File: config.mk
export PLATFORM = sky130hd
export DESIGN_NAME = linear_resampler_2_to_3
export DESIGN_NICKNAME = d
export VERILOG_FILES = /design/src/hw/rtl/rsmp_pkg.sv /design/src/hw/rtl/rsmp_calc.sv /design/src/hw/rtl/rsmp_emit.sv /design/src/hw/rtl/linear_resampler_2_to_3.sv
export SDC_FILE = /design/constraint.sdc
export NUM_CORES = 1
export LEC_CHECK = 0
export BUFFER_PORTS_ARGS = -buffer_cell sky130_fd_sc_hd__clkbuf_2
export CAP_MARGIN = 20
export CORE_ASPECT_RATIO = 0.6
export CORE_UTILIZATION = 25
export CTS_BUF_LIST = sky130_fd_sc_hd__clkbuf_4 sky130_fd_sc_hd__clkbuf_8
export DETAILED_ROUTE_END_ITERATION = 16
export PLACE_DENSITY = 0.5
export SYNTH_ARGS = -nofsm -noshare
export SYNTH_HDL_FRONTEND = slang
export SYNTH_SLANG_ARGS = --single-unit
File: constraint.sdc
create_clock -name clock -period 9.5 [get_ports clock]
set_input_delay 0.95 -clock clock [delete_from_list [all_inputs] [get_ports clock]]
set_output_delay 0.95 -clock clock [all_outputs]
set_load 0.1 [all_outputs]
File: src/hw/rtl/rsmp_pkg.sv
// Shared types and constants for the 2-to-3 linear resampler.
package rsmp_pkg;

   localparam int SampleWidth = 16;
   localparam int SumWidth    = SampleWidth + 2;
   localparam int MagWidth    = SampleWidth + 1;
   localparam int RecipShift  = 18;
   localparam int ProdWidth   = 2 * MagWidth;
   // ceil(2^18 / 3); exact for magnitudes below 2^17
   localparam logic [MagWidth-1:0] RECIP3 = 17'd87382;

   localparam logic [1:0] CNT_ONE = 2'd1;

   typedef struct packed {
      logic signed [SampleWidth-1:0] in_sample;
      logic                          in_last;
   } req_type;

   typedef struct packed {
      logic signed [SampleWidth-1:0] out_sample;
      logic                          run_end;
      logic                          stream_end;
   } rsp_type;

   // accepted sample plus the stream state seen at its transfer
   typedef struct packed {
      logic signed [SampleWidth-1:0] cur;
      logic signed [SampleWidth-1:0] prev;
      logic                          last;
      logic                          odd;
      logic                          started;
   } stage_type;

   // results of one item: first value, then cur repeated; cnt is 1 to 3
   typedef struct packed {
      logic signed [SampleWidth-1:0] first;
      logic signed [SampleWidth-1:0] cur;
      logic [1:0]                    cnt;
      logic                          last;
   } burst_type;

endpackage

File: src/hw/rtl/rsmp_calc.sv
// Weighted mean by one third and result count for one accepted sample.
module rsmp_calc (
   input  rsmp_pkg::stage_type stage,
   output rsmp_pkg::burst_type burst
);

   logic signed [rsmp_pkg::SumWidth-1:0]  prev_ext;
   logic signed [rsmp_pkg::SumWidth-1:0]  cur_ext;
   logic signed [rsmp_pkg::SumWidth-1:0]  sum;
   logic signed [rsmp_pkg::SumWidth-1:0]  sum_neg;
   logic [rsmp_pkg::MagWidth-1:0]         mag;
   logic [rsmp_pkg::ProdWidth-1:0]        prod;
   logic [rsmp_pkg::SampleWidth-1:0]      qmag;
   logic signed [rsmp_pkg::SampleWidth-1:0] mean;
   logic [1:0]                            cnt;

   always_comb begin
      prev_ext = rsmp_pkg::SumWidth'(stage.prev);
      cur_ext  = rsmp_pkg::SumWidth'(stage.cur);
      if (stage.odd) begin
         sum = prev_ext + (cur_ext <<< 1);
      end else begin
         sum = (prev_ext <<< 1) + cur_ext;
      end
      sum_neg = -sum;
      // truncation toward zero: divide the magnitude, then restore sign
      mag  = sum[rsmp_pkg::SumWidth-1] ? sum_neg[rsmp_pkg::MagWidth-1:0]
                                       : sum[rsmp_pkg::MagWidth-1:0];
      prod = rsmp_pkg::ProdWidth'(mag) * rsmp_pkg::ProdWidth'(rsmp_pkg::RECIP3);
      qmag = prod[rsmp_pkg::RecipShift +: rsmp_pkg::SampleWidth];
      mean = sum[rsmp_pkg::SumWidth-1] ? $signed(-qmag) : $signed(qmag);

      cnt = rsmp_pkg::CNT_ONE;
      if (stage.started && !stage.odd) begin
         cnt = cnt + 2'd1;
      end
      if (stage.last) begin
         cnt = cnt + 2'd1;
      end

      burst.first = stage.started ? mean : stage.cur;
      burst.cur   = stage.cur;
      burst.cnt   = cnt;
      burst.last  = stage.last;
   end

endmodule

File: src/hw/rtl/rsmp_emit.sv
// Result register that plays out the one to three results of an item.
module rsmp_emit (
   input  logic                clock,
   input  logic                reset,
   input  logic                load,
   input  rsmp_pkg::burst_type burst,
   output logic                free,
   output logic                rsp_valid,
   input  logic                rsp_ready,
   output rsmp_pkg::rsp_type   rsp_data
);

   logic                valid_ff, valid_in;
   rsmp_pkg::burst_type item_ff, item_in;
   logic [1:0]          idx_ff, idx_in;
   logic                final_res;
   logic                xfer;

   assign final_res = (idx_ff + 2'd1) == item_ff.cnt;
   assign xfer      = valid_ff && rsp_ready;
   assign free      = !valid_ff || (rsp_ready && final_res);

   assign rsp_valid           = valid_ff;
   assign rsp_data.out_sample = (idx_ff == 2'd0) ? item_ff.first : item_ff.cur;
   assign rsp_data.run_end    = final_res;
   assign rsp_data.stream_end = final_res && item_ff.last;

   always_comb begin
      valid_in = valid_ff;
      item_in  = item_ff;
      idx_in   = idx_ff;
      if (load) begin
         valid_in = 1'b1;
         item_in  = burst;
         idx_in   = 2'd0;
      end else if (xfer) begin
         if (final_res) begin
            valid_in = 1'b0;
         end
         idx_in = idx_ff + 2'd1;
      end
   end

   always_ff @(posedge clock) begin
      if (reset) begin
         valid_ff <= 1'b0;
         idx_ff   <= 2'd0;
      end else begin
         valid_ff <= valid_in;
         idx_ff   <= idx_in;
      end
      item_ff <= item_in;
   end

   a_end_implies_run: assert property (@(posedge clock) disable iff (reset)
      (valid_ff && rsp_data.stream_end) |-> rsp_data.run_end)
      else $error("stream end flagged on a non-final result");

   a_idx_in_range: assert property (@(posedge clock) disable iff (reset)
      valid_ff |-> (idx_ff < item_ff.cnt))
      else $error("result index past the item's count");

   a_burst_continues: assert property (@(posedge clock) disable iff (reset)
      (xfer && !final_res) |=> (valid_ff && idx_ff == $past(idx_ff) + 2'd1))
      else $error("burst dropped before its final result");

   a_load_when_free: assert property (@(posedge clock) disable iff (reset)
      load |-> free)
      else $error("item loaded over a pending result");

endmodule

File: src/hw/rtl/linear_resampler_2_to_3.sv
// A sample passes the input stage, then the result register, to the port.
// Throughput: one sample per cycle if each gives one result, taken at once;
// overall the result port paces it, one result per cycle, 3 per 2 samples.
// A sample gives 1 to 3 results; the next sample waits in the input stage.
// Reset (synchronous, active high) clears the stream state and all valids.
// Top level of the 2-to-3 linear resampler: input stage and stream state.
module linear_resampler_2_to_3 (
   input  logic              clock,
   input  logic              reset,
   input  logic              req_valid,
   output logic              req_ready,
   input  rsmp_pkg::req_type req_data,
   output logic              rsp_valid,
   input  logic              rsp_ready,
   output rsmp_pkg::rsp_type rsp_data
);

   logic signed [rsmp_pkg::SampleWidth-1:0] held_ff, held_in;
   logic                odd_ff, odd_in;
   logic                started_ff, started_in;
   logic                stg_valid_ff, stg_valid_in;
   rsmp_pkg::stage_type stg_ff, stg_in;
   rsmp_pkg::burst_type burst;
   logic                emit_free;
   logic                move;
   logic                accept;

   assign move      = stg_valid_ff && emit_free;
   assign req_ready = !stg_valid_ff || emit_free;
   assign accept    = req_valid && req_ready;

   always_comb begin
      held_in      = held_ff;
      odd_in       = odd_ff;
      started_in   = started_ff;
      stg_valid_in = stg_valid_ff;
      stg_in       = stg_ff;
      if (move) begin
         stg_valid_in = 1'b0;
      end
      if (accept) begin
         stg_valid_in   = 1'b1;
         stg_in.cur     = req_data.in_sample;
         stg_in.prev    = held_ff;
         stg_in.last    = req_data.in_last;
         stg_in.odd     = odd_ff;
         stg_in.started = started_ff;
         if (req_data.in_last) begin
            held_in    = '0;
            odd_in     = 1'b0;
            started_in = 1'b0;
         end else begin
            held_in    = req_data.in_sample;
            odd_in     = !odd_ff;
            started_in = 1'b1;
         end
      end
   end

   always_ff @(posedge clock) begin
      if (reset) begin
         held_ff      <= '0;
         odd_ff       <= 1'b0;
         started_ff   <= 1'b0;
         stg_valid_ff <= 1'b0;
      end else begin
         held_ff      <= held_in;
         odd_ff       <= odd_in;
         started_ff   <= started_in;
         stg_valid_ff <= stg_valid_in;
      end
      stg_ff <= stg_in;
   end

   rsmp_calc u_calc (
      .stage (stg_ff),
      .burst (burst)
   );

   rsmp_emit u_emit (
      .clock     (clock),
      .reset     (reset),
      .load      (move),
      .burst     (burst),
      .free      (emit_free),
      .rsp_valid (rsp_valid),
      .rsp_ready (rsp_ready),
      .rsp_data  (rsp_data)
   );

   a_last_clears_state: assert property (@(posedge clock) disable iff (reset)
      (accept && req_data.in_last) |=> (!started_ff && !odd_ff && held_ff == '0))
      else $error("stream state not cleared after last sample");

   a_odd_needs_start: assert property (@(posedge clock) disable iff (reset)
      odd_ff |-> started_ff)
      else $error("odd phase outside a stream");

endmodule

Yosys cells after proc, flatten, opt, wreduce, memory -nomap -nowiden
Cells that the tools add are included.
{ "op_classes": {"addsub": 6, "n_mul": 1, "eq_ne": 1, "n_mux": 15, "reduce_logical": 18} }
{ "ops": {"columns": ["cell", "n"], "rows": [
  ["16-bit 2-to-1 mux", 4],
  ["17-bit by 16-bit multiplier with 33-bit output, second input constant", 1],
  ["16-bit by 17-bit adder with 18-bit output", 1],
  ["17-bit by 16-bit adder with 18-bit output", 1],
  ["18-bit 2-to-1 mux", 1],
  ["17-bit 2-to-1 mux", 1],
  ["17-bit negation", 1],
  ["16-bit negation", 1],
  ["1-bit 2-to-1 mux", 7],
  ["1-bit logical AND", 6],
  ["2-bit nonzero test", 3],
  ["2-bit by 1-bit adder with 2-bit output, second input constant", 2],
  ["1-bit logical NOT", 4],
  ["2-bit 2-to-1 mux", 2],
  ["2-bit == test", 1],
  ["2-bit logical NOT", 1],
  ["1-bit logical OR", 2],
  ["2-bit AND reduction", 1],
  ["2-bit OR reduction", 1]
]} }
{ "totals": {"reg_bits": 92, "wordCells": 56} }

Longest topological paths before layout
{ "logic_depth": {"ltp_word": 8, "mapped_depth": 39, "ltp_nobuf": 36} }

Modules after synthesis
A second synthesis with hierarchy kept.
{ "hier_totals": {"hier_cells": 1277, "hier_area_um2": 11911.4} }
{ "by_module_without_submodules": {"columns": ["mod", "instances", "cells_per_inst", "area_each_um2", "seq_area_each_um2"], "rows": [
  ["rsmp_calc", 1, 1061, 8474.4, 0.0],
  ["linear_resampler_2_to_3", 1, 141, 1985.7, 1431.4],
  ["rsmp_emit", 1, 75, 1451.4, 1111.1]
]} }

Least setup slack after synthesis
Ideal clock, no wire load.
{ "synth_timing": {"path_kind": "register -> register", "start": "reg stg_ff[19] (netlist bit)", "end": "reg u_emit.item_ff[31] (netlist bit) (data pin)", "setup_time_ns": 0.261, "arrival_ns": 9.562, "required_time_ns": 9.239, "slack_ns": -0.323, "stages_incl_launch_ff": 37, "synth_period_minus_slack_ns": 9.823, "path_cell_list": "edfxtp_1 > ha_1 > inv_1 > fa_1 > nand2b_1 > a211oi_2 > o211ai_2 > o31ai_1 > nor2_1 > a21oi_1 > a21o_1 > clkbuf_1 > clkbuf_1 > nor2_1 > xnor2_1 > ha_1 > inv_1 > fa_1 > fa_1 > inv_1 > fa_1 > fa_1 > inv_1 > fa_1 > inv_1 > ha_1 > nand2_1 > a211oi_1 > nor4bb_1 > o211ai_1 > o31ai_1 > xor2_1 > or4b_4 > or4_1 > buf_2 > o2111a_1 > a221o_1"} }
{ "synth_lines": {"columns": ["item", "line_no", "text"], "rows": [
  ["start, declared", "linear_resampler_2_to_3.sv:22", "rsmp_pkg::stage_type stg_ff, stg_in;"],
  ["start signal, assigned", "linear_resampler_2_to_3.sv:72", "stg_ff <= stg_in;"],
  ["end signal, assigned", "rsmp_emit.sv:52", "item_ff <= item_in;"],
  ["end, declared", "rsmp_emit.sv:14", "rsmp_pkg::burst_type item_ff, item_in;"]
]} }

==> results.cfg <==
[die]
dieHeight_um = 168.9
start_util = 0.2564
die_area_um2 = 47330
fp.dieW_um = 280.2
io-pin-count = 41
coreArea_um2 = 45270
num_rows = 60

[final_layout]
drive_gt1_frac = 0.3228
seq_area_um2 = 2542
nets = 1817
multi_input_area_um2 = 8985
final_core_util = 0.3430
n_fill_cell = 4669
area_delta_synth_final_pct = 33.75

[clock_tree]
htreeDepth = 3
clkSinkCount = 92
hold_buffers = 0
cts.reportedPaths.clkPinSlew_ps = 120
clock_latency_ps = 400
clockBufferDepth = 2
cts-buffers-inserted = 9
root_buffer = clkbuf_8
cts_tree = done

[drt]
routed_wl_um = 37980
wl_per_cell_um = 17.50
vias_per_cell = 4.716
vias = 10234
drt_iter0_drc = 763
drcViolationCount = 0
ant_nets = 0
first_pass_iters = 6

[yosys]
synth-main-ff-cell = edfxtp_1
syn-cell-area_um2 = 11610
synth.most_common_cell = inv_1
yosys-top-cells-count = inv_1, ha_1, a21oi_1, fa_1, nor2_1
synth_edf_count = 70
synth_top_cell_area_share = 0.1811
synthTopCellsByArea = edfxtp_1, ha_1, fa_1, inv_1, a21oi_1
ys_warn_count = 0
syn-num-nets = 1538
synth.distinct_cells = 77
async_reset_ff_frac = 0
synthCells = 1265
yosysSeqAreaShare = 0.2190
synth.avg_cell_area_um2 = 9.177
ys_ff_latch = 92
synth_top_cell_by_area = edfxtp_1

[sta]
hold_ws_ps = 430.8
rsz0062_at_grt = yes
finalSetupViolations = 0
finalMaxSlewViolations = 0
layout_min_cycle_time_ps = 9227
finalClockSkew_ps = 26.98
max_slew_margin = 0.3190
hold_viol_final = 0
tightestPinTransition_ps = 1019
max_freq_mhz = 108.4
fin_crit_sh = 0.9713

[job]
maxCapViolations = 0

[critical_path]
end_kind = flip-flop
cp.required_ps = 9670
startpoint_type = flip-flop
crit_arrival_ps = 9390
reg2reg_slack_ps = 270
worstSetupPathType = reg -> reg
timing.critical_path.mode_cell = fa_1
cp_slowest_stage_delay_ps = 610
crit_fanout = 8
cp_slowest_cell = or4_4

[worst_hold_path]
hp-class = reg -> reg

[grt]
grt_max_degree = 38
grt_overflow = 0
grt_pass1_vias = 10091
grt_usage = 0.1601
antenna_found_initial = 1
grt_pass1_wl_um = 58130

[status]
status = finished clean

[place]
place.gp.congestion = 0.9575
post-dp-hpwl_um = 31960
port_buffers = 40
-- layout make-up --
class	instances	area share
timing repair buffer	304	0.1422
clock buffer	9	0.007978
inverter	220	0.05343
clock inverter	7	0.003788
multi-input combinational	917	0.5787
antenna	1	0.0001612
sequential	92	0.1638
tap	620	0.04996
-- layout by cell type, fill, tap and decap left out, types with 15 or more instances in the layout --
cell type and instances:
xnor2_1 31, edfxtp_1 70, fa_1 81, dfxtp_1 22
clkbuf_2 40, nand2_1 66, ha_4 25, nor2_1 68
nor3b_1 20, o21ai_0 25, inv_2 18, xor2_1 18
ha_1 135, mux2_2 20, a21o_1 33, a21oi_1 72
and2_1 15, inv_1 201, buf_4 257, nor3_1 17
nand3_1 18
-- worst paths after layout --
| kind | endpoint | cells after the start | startpoint |
|---|---|---|---|
| max reg2reg | u_emit.item_ff[31]$_DFFE_PP_ | 37 | stg_ff[4]$_DFFE_PP_ |
| min | stg_ff[8]$_DFFE_PP_ | 0 | held_ff[5]$_SDFFE_PP0P_ |
| min reg2reg | stg_ff[8]$_DFFE_PP_ | 0 | held_ff[5]$_SDFFE_PP0P_ |
| max | u_emit.item_ff[31]$_DFFE_PP_ | 37 | stg_ff[4]$_DFFE_PP_ |
-- layer usage --
| metal | track usage | vias to the layer above | part of all wire |
|---|---|---|---|
| li1 | - | 4964 | - |
| met1 | 0.2565 | 4966 | 0.53 |
| met2 | 0.1950 | 293 | 0.36 |
| met3 | 0.06818 | 11 | 0.11 |
| met4 | 0.01117 | 0 | 0.0030 |
| met5 | 0 | - | 0 |
-- cells by family after synthesis --
group,Yosys count,share of synthesized area
and+or+nand+nor,300,0.1324
DFF,92,0.2190
adders and majority gates,252,0.3285
muxes,30,0.02802
xor gates and xnor gates,59,0.04451
AOI/OAI and AO/OA,276,0.1626
buffers and inverters,256,0.08493
-- worst max-delay path: cells and delay by family (launching register included) --
kind | cells | cell delay [ps]
flops | 1 | 390
simple gates | 8 | 1760
xor+xnor | 1 | 170
compound gates | 11 | 2400
fa+ha+maj | 9 | 3620
buf+inv | 8 | 670
-- flip-flops by register name, indices dropped and copies added (netlist names) --
signal            count
stg_ff               35
started_ff            1
stg_valid_ff          1
u_emit.rsp_valid      1
u_emit.item_ff       35
odd_ff                1
u_emit.idx_ff         2
held_ff              16
-- per-stage QoR --
stage	instance area [um2]	TNS (ps)	std cells	setup WS [ps]
floorplan	11630	0	1265	5.982
global placement	14220	-2462	2125	-548.8
detailed placement	14220	-3247	2125	-647.7
CTS	14670	0	2148	50.52
global route	15520	-414.5	2169	-134.8
finish	15530	0	2170	272.6
-- what timing repair did --
action | in CTS | in global routing
setup endpoints to repair | 8 | 13
resized for setup | 37 | 144
buffers inserted | 7 | 24
pin swaps | 11 | 97
endpoints found under the hold margin | 0 | 0
Power is not shown: default switching activity piles up to over one toggle a cycle in this logic, so the estimate is an artifact.
